### config.mk
export PLATFORM = sky130hd
export DESIGN_NAME = flight_id_token_recognizer
export DESIGN_NICKNAME = d
export VERILOG_FILES = /design/src/hw/rtl/fidr_pkg.sv /design/src/hw/rtl/fidr_in_stage.sv /design/src/hw/rtl/fidr_scanner.sv /design/src/hw/rtl/fidr_out_stage.sv /design/src/hw/rtl/flight_id_token_recognizer.sv
export SDC_FILE = /design/constraint.sdc
export NUM_CORES = 1
export LEC_CHECK = 0
export BUFFER_PORTS_ARGS = -buffer_cell sky130_fd_sc_hd__buf_2
export CORE_ASPECT_RATIO = 0.7
export CORE_MARGIN = 4
export CORE_UTILIZATION = 53
export CTS_CLUSTER_DIAMETER = 100
export CTS_CLUSTER_SIZE = 10
export DETAILED_ROUTE_END_ITERATION = 10
export GPL_ROUTABILITY_DRIVEN = 0
export HOLD_SLACK_MARGIN = 0.15
export PLACE_DENSITY = 0.76
export SKIP_CTS_REPAIR_TIMING = 1
export SYNTH_ARGS = -nofsm -noshare
export SYNTH_HDL_FRONTEND = slang
export SYNTH_HIERARCHICAL = 1
export SYNTH_SLANG_ARGS = --single-unit
### constraint.sdc
create_clock -name clk -period 4 [get_ports clk]
set_input_delay 0.8 -clock clk [delete_from_list [all_inputs] [get_ports clk]]
set_output_delay 0.8 -clock clk [all_outputs]
set_load 0.01 [all_outputs]
### src/hw/rtl/fidr_pkg.sv
// ----------------------------------------------------------------------------
// fidr_pkg
// Shared types and constants for the flight ID token recognizer.
// ----------------------------------------------------------------------------
package fidr_pkg;

  localparam logic [7:0] CHAR_SPACE = 8'h20;
  localparam logic [7:0] CHAR_TAB   = 8'h09;
  localparam logic [7:0] CHAR_NUL   = 8'h00;
  localparam logic [7:0] CHAR_A     = 8'h41;
  localparam logic [7:0] CHAR_Z     = 8'h5A;
  localparam logic [7:0] CHAR_0     = 8'h30;
  localparam logic [7:0] CHAR_9     = 8'h39;

  localparam int unsigned MAX_LETTERS = 3;
  localparam int unsigned MIN_LETTERS = 2;
  localparam int unsigned MAX_DIGITS  = 4;
  localparam int unsigned MIN_DIGITS  = 2;
  localparam int unsigned TOKEN_BYTES = 8;

  localparam logic [7:0] CAPACITY_RESET = 8'd9;

  typedef enum logic [2:0] {
    PH_SKIP    = 3'd0,
    PH_LETTERS = 3'd1,
    PH_DIGITS  = 3'd2,
    PH_LOOK    = 3'd3,
    PH_DONE    = 3'd4
  } phase_t;

  // one held request from the input register
  typedef struct packed {
    logic       valid;
    logic [7:0] text_byte;
  } item_t;

  // one result
  typedef struct packed {
    logic [3:0]  token_length;
    logic [63:0] token_text;
  } result_t;

endpackage

### src/hw/rtl/fidr_in_stage.sv
// ----------------------------------------------------------------------------
// fidr_in_stage
// Input register: holds one text byte until the scanner consumes it.
// ----------------------------------------------------------------------------
module fidr_in_stage
  import fidr_pkg::*;
(
  input  logic       clk,
  input  logic       rst,
  input  logic       in_valid,
  output logic       in_stall,
  input  logic [7:0] text_byte,
  input  logic       advance,
  output item_t      held
);

  logic       hold_valid;
  logic [7:0] hold_byte;
  logic       take;

  assign in_stall = hold_valid && !advance;
  assign take     = in_valid && !in_stall;

  always_ff @(posedge clk) begin
    if (rst) begin
      hold_valid <= 1'b0;
    end else if (take) begin
      hold_valid <= 1'b1;
    end else if (advance) begin
      hold_valid <= 1'b0;
    end
  end

  always_ff @(posedge clk) begin
    if (take) begin
      hold_byte <= text_byte;
    end
  end

  assign held.valid     = hold_valid;
  assign held.text_byte = hold_byte;

endmodule

### src/hw/rtl/fidr_scanner.sv
// ----------------------------------------------------------------------------
// fidr_scanner
// Token shape matcher: scan state, capacity register and result forming.
// ----------------------------------------------------------------------------
module fidr_scanner
  import fidr_pkg::*;
(
  input  logic       clk,
  input  logic       rst,
  input  logic       cfg_write_en,
  input  logic [7:0] cfg_write_data,
  input  item_t      held,
  input  logic       out_ready,
  output logic       advance,
  output logic       emit,
  output result_t    result
);

  logic [7:0]  capacity;
  phase_t      phase, phase_next;
  logic [2:0]  runs, runs_next;
  logic [1:0]  letters, letters_next;
  logic [63:0] token_buf, token_buf_next;
  logic [3:0]  count, count_next;
  logic [3:0]  decided, decided_next;

  logic [7:0]  b;
  logic        is_nul, upper, digit;

  assign b      = held.text_byte;
  assign is_nul = (b == CHAR_NUL);
  assign upper  = (b >= CHAR_A) && (b <= CHAR_Z);
  assign digit  = (b >= CHAR_0) && (b <= CHAR_9);

  // nonzero bytes only update state; the end byte also needs the result slot
  assign advance = held.valid && (!is_nul || out_ready);
  assign emit    = advance && is_nul;

  always_ff @(posedge clk) begin
    if (rst) begin
      capacity <= CAPACITY_RESET;
    end else if (cfg_write_en) begin
      capacity <= cfg_write_data;
    end
  end

  always_comb begin
    phase_t eff;
    logic   go;
    logic   take;
    phase_next   = phase;
    runs_next    = runs;
    letters_next = letters;
    decided_next = decided;
    eff          = phase;
    go           = 1'b1;
    take         = 1'b0;

    if (eff == PH_SKIP) begin
      if (b == CHAR_SPACE || b == CHAR_TAB) begin
        go = 1'b0;
      end else begin
        eff        = PH_LETTERS;
        phase_next = PH_LETTERS;
      end
    end

    if (go && eff == PH_LETTERS) begin
      if (upper && letters < 2'(MAX_LETTERS)) begin
        take         = 1'b1;
        letters_next = letters + 2'd1;
        go           = 1'b0;
      end else if (letters < 2'(MIN_LETTERS)) begin
        decided_next = 4'd0;
        phase_next   = PH_DONE;
        go           = 1'b0;
      end else begin
        eff        = PH_DIGITS;
        phase_next = PH_DIGITS;
        runs_next  = 3'd0;
      end
    end

    if (go && eff == PH_DIGITS) begin
      if (digit && runs_next < 3'(MAX_DIGITS)) begin
        take      = 1'b1;
        runs_next = runs_next + 3'd1;
      end else if (runs_next < 3'(MIN_DIGITS)) begin
        decided_next = 4'd0;
        phase_next   = PH_DONE;
      end else if (upper) begin
        // trailing letter is provisional until the next byte
        take       = 1'b1;
        phase_next = PH_LOOK;
      end else begin
        decided_next = count;
        phase_next   = PH_DONE;
      end
    end else if (go && eff == PH_LOOK) begin
      decided_next = (!upper && !digit) ? count : count - 4'd1;
      phase_next   = PH_DONE;
    end

    token_buf_next = token_buf;
    count_next     = count;
    if (take && count < 4'(TOKEN_BYTES)) begin
      for (int i = 0; i < TOKEN_BYTES; i++) begin
        if (count[2:0] == 3'(i)) begin
          token_buf_next[i*8 +: 8] = b;
        end
      end
      count_next = count + 4'd1;
    end
  end

  // result formed from the state after scanning the end byte
  always_comb begin
    logic [3:0] len;
    len = (phase_next == PH_DONE) ? decided_next : 4'd0;
    if (capacity == 8'd0) begin
      len = 4'd0;
    end else if ({4'd0, len} >= capacity) begin
      len = 4'(capacity - 8'd1);
    end
    if (len > 4'(TOKEN_BYTES)) begin
      len = 4'(TOKEN_BYTES);
    end
    result.token_length = len;
    for (int i = 0; i < TOKEN_BYTES; i++) begin
      result.token_text[i*8 +: 8] = (4'(i) < len) ? token_buf_next[i*8 +: 8] : 8'd0;
    end
  end

  always_ff @(posedge clk) begin
    if (rst) begin
      phase     <= PH_SKIP;
      runs      <= 3'd0;
      letters   <= 2'd0;
      token_buf <= 64'd0;
      count     <= 4'd0;
      decided   <= 4'd0;
    end else if (advance) begin
      if (is_nul) begin
        phase     <= PH_SKIP;
        runs      <= 3'd0;
        letters   <= 2'd0;
        token_buf <= 64'd0;
        count     <= 4'd0;
        decided   <= 4'd0;
      end else begin
        phase     <= phase_next;
        runs      <= runs_next;
        letters   <= letters_next;
        token_buf <= token_buf_next;
        count     <= count_next;
        decided   <= decided_next;
      end
    end
  end

  a_count_bound: assert property (@(posedge clk) disable iff (rst)
    count <= 4'(TOKEN_BYTES))
    else $error("token count beyond buffer");

  a_clear_after_end: assert property (@(posedge clk) disable iff (rst)
    emit |=> (phase == PH_SKIP && count == 4'd0 && token_buf == 64'd0))
    else $error("scan state not cleared after end byte");

  a_empty_result: assert property (@(posedge clk) disable iff (rst)
    (emit && result.token_length == 4'd0) |-> (result.token_text == 64'd0))
    else $error("empty result carries text");

  a_decided_bound: assert property (@(posedge clk) disable iff (rst)
    (phase == PH_DONE) |-> (decided <= count))
    else $error("decided length beyond characters taken");

endmodule

### src/hw/rtl/fidr_out_stage.sv
// ----------------------------------------------------------------------------
// fidr_out_stage
// Result register: holds one result until the receiver takes it.
// ----------------------------------------------------------------------------
module fidr_out_stage
  import fidr_pkg::*;
(
  input  logic        clk,
  input  logic        rst,
  input  logic        emit,
  input  result_t     result,
  output logic        out_ready,
  output logic        out_valid,
  input  logic        out_stall,
  output logic [3:0]  token_length,
  output logic [63:0] token_text
);

  logic    res_valid;
  result_t res;

  assign out_ready = !res_valid || !out_stall;

  always_ff @(posedge clk) begin
    if (rst) begin
      res_valid <= 1'b0;
    end else if (emit) begin
      res_valid <= 1'b1;
    end else if (!out_stall) begin
      res_valid <= 1'b0;
    end
  end

  always_ff @(posedge clk) begin
    if (emit) begin
      res <= result;
    end
  end

  assign out_valid    = res_valid;
  assign token_length = res.token_length;
  assign token_text   = res.token_text;

endmodule

### src/hw/rtl/flight_id_token_recognizer.sv
// ----------------------------------------------------------------------------
// flight_id_token_recognizer
// Finds a flight ID token at the head of a zero-terminated text byte stream.
// ----------------------------------------------------------------------------
// Usage:
//   Input channel (in_valid / in_stall / text_byte) carries one text byte per
//   request; a zero byte ends a text. Leading spaces and tabs are skipped, then
//   the shape is two or three uppercase letters, two to four digits and an
//   optional trailing letter (kept only if the next byte is neither a letter
//   nor a digit).
//   Output channel (out_valid / out_stall / token_length / token_text) carries
//   one request per text, issued for the zero byte only. token_text holds the
//   characters first-in-lowest-byte, unused bytes zero; length 0 means none.
//   cfg_write_en / cfg_write_data set the output capacity (reset 9); the token
//   is cut to capacity minus one characters, capacity zero gives length 0.
//   Write it only while the block is idle.
// Timing:
//   One byte per cycle sustained, except while an end byte awaits the slot.
//   A byte sits in the input register, then is scanned into the scan state or
//   the result register; out_valid rises once the result register is loaded.
//   A stalled output holds its result; the input keeps flowing for nonzero
//   bytes, and only an end byte waits in the input register for the slot.
//   Reset clears the scan, empties both registers and sets capacity to 9.
// ----------------------------------------------------------------------------
module flight_id_token_recognizer
  import fidr_pkg::*;
(
  input  logic        clk,
  input  logic        rst,
  input  logic        cfg_write_en,
  input  logic [7:0]  cfg_write_data,
  input  logic        in_valid,
  output logic        in_stall,
  input  logic [7:0]  text_byte,
  output logic        out_valid,
  input  logic        out_stall,
  output logic [3:0]  token_length,
  output logic [63:0] token_text
);

  item_t   held;
  result_t result;
  logic    advance;
  logic    emit;
  logic    out_ready;

  // input register
  fidr_in_stage u_in (
    .clk       (clk),
    .rst       (rst),
    .in_valid  (in_valid),
    .in_stall  (in_stall),
    .text_byte (text_byte),
    .advance   (advance),
    .held      (held)
  );

  // shape matcher and result forming
  fidr_scanner u_scan (
    .clk            (clk),
    .rst            (rst),
    .cfg_write_en   (cfg_write_en),
    .cfg_write_data (cfg_write_data),
    .held           (held),
    .out_ready      (out_ready),
    .advance        (advance),
    .emit           (emit),
    .result         (result)
  );

  // result register
  fidr_out_stage u_out (
    .clk          (clk),
    .rst          (rst),
    .emit         (emit),
    .result       (result),
    .out_ready    (out_ready),
    .out_valid    (out_valid),
    .out_stall    (out_stall),
    .token_length (token_length),
    .token_text   (token_text)
  );

endmodule
== Word level (Yosys, flattened, before mapping) ==
Cells that the tools add are included.
Word-level totals
  output and inout bits: 70
  bits of input ports: 21
  register bits after elaboration: 166
  logic and storage cells: 154
Operators by class
  eq/ne operators: 14
  $lt $le $gt $ge: 19
  muxes and demuxes: 64
  add/sub/neg operators: 5
  reduce and logical (&&, ||, !) cells: 33
Operators by type and width (number)
  64-bit two-way mux: 2
  4-bit two-way mux: 16
  8-bit two-way mux: 8
  3-bit two-way mux: 20
  8-bit logical NOT: 2
  3-bit by 4-bit less-than comparator with 1-bit output, first input constant: 4
  3-bit equality test, second input constant: 5
  1-bit two-way mux: 15
  1-bit logical AND: 13
  3-bit by 2-bit equality test with 1-bit output, second input constant: 4
  8-bit by 4-bit equality test with 1-bit output, second input constant: 1
  8-bit by 6-bit equality test with 1-bit output, second input constant: 1
  4-bit by 8-bit greater-or-equal comparator with 1-bit output: 1
  8-bit by 6-bit greater-or-equal comparator with 1-bit output, second input constant: 1
  8-bit by 7-bit greater-or-equal comparator with 1-bit output, second input constant: 1
  8-bit by 6-bit <= comparator with 1-bit output, second input constant: 1
  8-bit by 7-bit <= comparator with 1-bit output, second input constant: 1
  1-bit by 4-bit less-than comparator with 1-bit output, first input constant: 2
  2-bit by 4-bit less-than comparator with 1-bit output, first input constant: 2
  2-bit nonzero test: 4
  4-bit by 1-bit subtractor with 4-bit output, second input constant: 2
  1-bit logical NOT: 7
  3-bit by 1-bit equality test with 1-bit output, second input constant: 2
  3-bit logical NOT: 2
  other kinds (13): 18

== Logic depth before layout (Yosys ltp) ==
  depth in word-level cells: 19
  gate-level depth with buffers: 20
  depth with buffers taken out: 18

== Hierarchy ==
Netlist, hierarchy kept.
Modules (own cells, without submodules)
  fidr_scanner: sequential area each 1761.7 um2, instances 1, cells each 699, area each 5504.0 um2
  fidr_out_stage: sequential area each 2062.0 um2, instances 1, cells each 72, area each 2074.5 um2
  fidr_in_stage: sequential area each 260.2 um2, instances 1, cells each 13, area each 297.8 um2

== Worst setup path after synthesis ==
Ideal clock, no wire load.
  path type: register to register
  from: register u_in.hold_byte[1]
  to: register u_out.res, in the netlist u_out/token_text[53] (data pin)
  path buffers: 3
  required time: 3735 ps
  arrival time: 3941 ps
  cell stages (with the launch flop): 20
  library setup time: 265 ps
  period minus slack after synthesis: 4206 ps
  path slack: -206 ps
  path through: edfxtp_1 buf_6 nor3_4 a21o_1 nor2_1 o31a_1 o311a_1 a21oi_2 and2_1 ha_1 a21o_1 a21o_1 a21o_1 nand2_1 a221o_1 buf_6 inv_8 a311oi_4 buf_6 nor4_2
RTL lines
  start: declaration: RTL line fidr_in_stage.sv:18  | logic [7:0] hold_byte;
  start signal: assignment: RTL line fidr_in_stage.sv:36  | hold_byte <= text_byte;
  end signal: assignment: RTL line fidr_out_stage.sv:36  | res <= result;
  end: declaration: RTL line fidr_out_stage.sv:20  | result_t res;

== Worst setup path in the final report ==
  from: register u_in.hold_byte[4]
  to: register u_out.res, in the netlist u_out/token_text[53] (data pin)
On the way
  longest elaborated chain between the ends: 19
  elaborated cells on any way between the ends: 65
  those cells by class: order compare (9); eq/ne (6); mux (38); reduce/logical (12)
RTL lines
  8-bit by 6-bit equality test with 1-bit output or 8-bit by 4-bit equality test with 1-bit output (tied branches): RTL line fidr_scanner.sv:60  | if (b == CHAR_SPACE || b == CHAR_TAB) begin
  1-bit logical OR: RTL line fidr_scanner.sv:60
  3-bit two-way mux: RTL line fidr_scanner.sv:60
  3-bit two-way mux: RTL line fidr_scanner.sv:59  | if (eff == PH_SKIP) begin
  3-bit by 1-bit equality test with 1-bit output or 3-bit two-way mux (tied branches): RTL line fidr_scanner.sv:68, fidr_scanner.sv:73
  1-bit logical AND or 3-bit two-way mux (tied branches): RTL line fidr_scanner.sv:68, fidr_scanner.sv:69
  3-bit two-way mux: RTL line fidr_scanner.sv:68  | if (go && eff == PH_LETTERS) begin
  3-bit by 2-bit less-than comparator with 1-bit output (tied with other cells): RTL line fidr_scanner.sv:88  | end else if (runs_next < 3'(MIN_DIGITS)) begin
  [... 3 more ...]
  3-bit equality test: RTL line fidr_scanner.sv:119  | len = (phase_next == PH_DONE) ? decided_next : 4'd0;
  4-bit two-way mux: RTL line fidr_scanner.sv:119
  4-bit by 8-bit greater-or-equal comparator with 1-bit output: RTL line fidr_scanner.sv:122  | end else if ({4'd0, len} >= capacity) begin
  4-bit two-way mux: RTL line fidr_scanner.sv:122
  4-bit two-way mux: RTL line fidr_scanner.sv:120  | if (capacity == 8'd0) begin
  4-bit > comparator: RTL line fidr_scanner.sv:125  | if (len > 4'(TOKEN_BYTES)) begin
  4-bit two-way mux: RTL line fidr_scanner.sv:125
  3-bit by 4-bit less-than comparator with 1-bit output: RTL line fidr_scanner.sv:130  | result.token_text[i*8 +: 8] = (4'(i) < len) ? token_buf_next[i*8 +: 8] : 8'd0;
Several ways; a longest one is shown, not always the timed one.
A chain may end at the register's enable or synchronous reset.

==> metrics.md <==
| Metric | Value |
|---|---|
| Post-synth EDFFs | `76` |
| Area of the multi-input gates | `0.003807 mm2` |
| Port Buffers | `90` |
| PnR worst setup slack | `-0.3399 ns` |
| Worst EP arrival | `4.56 ns` |
| Drt total wl | `23.96 mm` |
| Status | `complete, but fails checks` |
| RSZ-0062 raised after global routing | `true` |
| Post-Syn Area | `0.007876 mm2` |
| Layout Nets | `979` |
| Post-Route Utilization | `71.26%` |
| Global-route wire length before repair | `34.33 mm` |
| Comb power frac | `8.2%` |
| Cell row count | `36` |
| Max clock buf depth | `2` |
| Worst slack at placement | `-0.2832 ns` |
| Min-delay worst type | `reg -> reg` |
| Area delta synth->final | `28.77%` |
| Initial antenna violation count | `0` |
| DRC | `0` |
| Post-synth cell types | `78` |
| Remaining Overflow, GRT | `0` |
| Start point of the critical path | `u_in/hold_byte[4]` |
| CP endpoint kind | `register` |
| Final setup skew | `0.008108 ns` |
| Ys flop type | `dfxtp_1` |
| Share of layout cells above drive strength 1 | `32.64%` |
| Vias in the first global route | `6502` |
| Max_slew headroom | `25.85%` |
| Mapped Cells | `784` |
| N_diodes | `0` |
| Crit path time final | `4.340 ns` |
| Leakage | `3.988 nW` |
| CTS tree | `done` |
| Syn Nets | `820` |
| Reg2reg start | `u_in/hold_byte[4]` |
| Pin count of the biggest net entering global routing | `47` |
| Clk sinks | `166` |
| Clock Power Share | `43.8%` |
| Sequential fraction of the synthesis area | `51.85%` |
| Initial core utilization | `55.34%` |
| Root Buffer | `clkbuf_16` |
| Commonest non-fill, non-tap cell in the layout | `nor2_1` |
| Final setup vio count | `59` |
| Psw | `0.9118 mW` |
| Commonest cells after routing, fill and taps aside | `nor2_1 (92), buf_2 (90), dfxtp_1 (90)` |
| Non-Filler Instances | `1146` |
| Filler instances | `1000` |
| Power Internal | `2.815 mW` |
| Yosys warning total | `6` |
| Critical Path Source Type | `register` |
| Detail Placement HPWL | `15.52 mm` |
| Number of max-cap violations | `0` |
| Max-slew violations | `0` |
| Die W | `153.7 um` |
| TNS Setup | `-11.05 ns` |
| Critical path class | `reg -> reg` |
| Max rail drop VDD | `0.2595 mV` |
| Mean Syn Cell Area | `10.05 um2` |
| Async SR Flop Fraction | `0%` |
| TritonCTS buffer count | `17` |
| I/O pin count | `91` |
| Core box area | `0.01423 mm2` |
| GRT Util Overall | `26.14%` |
| Hold path start | `u_scan/token_buf[7]` |
| Clock transition at path regs | `0.06 ns` |
| Cell Pwr Density | `367.4 mW/mm2` |
| Final Hold Viols | `0` |
| Remaining antenna violation count | `0` |
| H-tree levels | `4` |
| Routed length per instance | `20.91 um` |
| Reg area | `0.004084 mm2` |
| Sequential share of power | `48.1%` |
| Via count | `7183` |
| Die footprint | `0.01691 mm2` |
| Failing checks | `negative setup slack` |
| CP max FO | `15` |
| Placed cells | `1092` |
| Routed vias/inst | `6.268` |
| Crit share post-route | `108.5%` |
| Fin Hold WS | `0.4674 ns` |
| Die H | `110.0 um` |
| Sw Share | `24.47%` |
| DRT iter0 DRCs | `892` |
| Achievable Freq | `0.2304 GHz` |
| Worst EP required | `4.22 ns` |
| Worst Max-Slew Pin Slew | `1.102 ns` |
| #FFs+latches synth | `166` |
| First-pass DRT Iterations | `7` |
| Worst-skew pair later-pin latency | `0.45 ns` |
power by group through the flow:
stage / Sequential [mW] / Clock [mW] / Combinational (mW)
global route: 1.79 / 1.72 / 0.318
finish: 1.79 / 1.63 / 0.304
CTS: 1.79 / 1.63 / 0.251
floorplan: 1.82 / 0 / 0.156
detailed placement: 1.83 / 0 / 0.248
global placement: 1.83 / 0 / 0.241
logic make-up after synthesis:
| kind of cell | synth area share, % |
|---|---|
| muxes | 4.067 |
| xor gates and xnor gates | 0.2224 |
| DFF | 51.85 |
| AOI/OAI and AO/OA | 20.83 |
| adders and majority gates | 2.383 |
| buffers and inverters | 4.464 |
| and+or+nand+nor | 16.19 |
registers in the layout, indices dropped and copies added (netlist names), 4 cells and up:
name                cells
u_scan/decided          4
u_out/token_text       64
u_scan/capacity         8
u_in/hold_byte          8
u_out/token_length      4
u_scan/token_buf       64
u_scan/count            4
stage by stage:
stage                     power [mW]  cell area (um2)
after CTS                      3.672             9550
after global routing           3.833            10140
after floorplan                1.977             7898
after detailed placement       2.076             8970
final                          3.727            10140
after global placement         2.068             8970
cells in the mapped netlist (all sizes together), types with 8 or more instances:
cell    instances  area, um2
nand3          17      100.1
a21oi          74      430.4
mux2i          32      320.3
nor4           11      90.08
nor2           97      366.6
a31oi          12      75.07
a211oi          9      95.10
buf            22      130.1
clkbuf         26      97.59
nor3           15      102.6
and2           13      81.33
ha             15      187.7
edfxtp         76       2282
nand2          74      277.8
dfxtp          90       1802
o21ai          26      133.9
o32ai           9      78.83
inv            30      120.1
a22oi          30      225.2
a22o           12      105.1
and3            8      50.05
worst max-delay path, stage by stage (launching register included):
cell	delay, ns
edfxtp_1	0.45
nor3_4	0.39
buf_6	0.17
a21oi_4	0.06
a211oi_2	0.28
a21o_1	0.24
o211ai_1	0.12
buf_4	0.18
a21oi_4	0.15
and2_4	0.16
ha_4	0.18
a21o_1	0.14
a21o_1	0.19
a21o_1	0.21
buf_4	0.15
a21oi_1	0.42
a311oi_4	0.16
buf_12	0.19
nor4_2	0.26
routing by layer:
layer	track usage, %	vias to the layer above	wire length, um
li1	-	3214	-
met2	40.06	444	10590
met4	9.263	0	697
met1	35.82	3446	10140
met5	0	-	0
met3	7.647	79	2541
final timing paths:
kind              cells after the start  slack [ns]              endpoint
setup / recovery                     18       -0.34  u_out/token_text[53]
hold / removal                        1        0.47   u_scan/token_buf[7]
setup reg to reg                     18       -0.34  u_out/token_text[53]
hold reg to reg                       1        0.47   u_scan/token_buf[7]
cell type report:
class	count	share of cell area, %
multi-input cells	539	37.54
flip-flops and latches	166	40.27
well taps	190	2.344
clock inverters	13	1.456
clock buffers	19	4.268
repair buffers	188	12.90
inverters	31	1.221
Note: power is estimated with default switching activity, not from simulation.
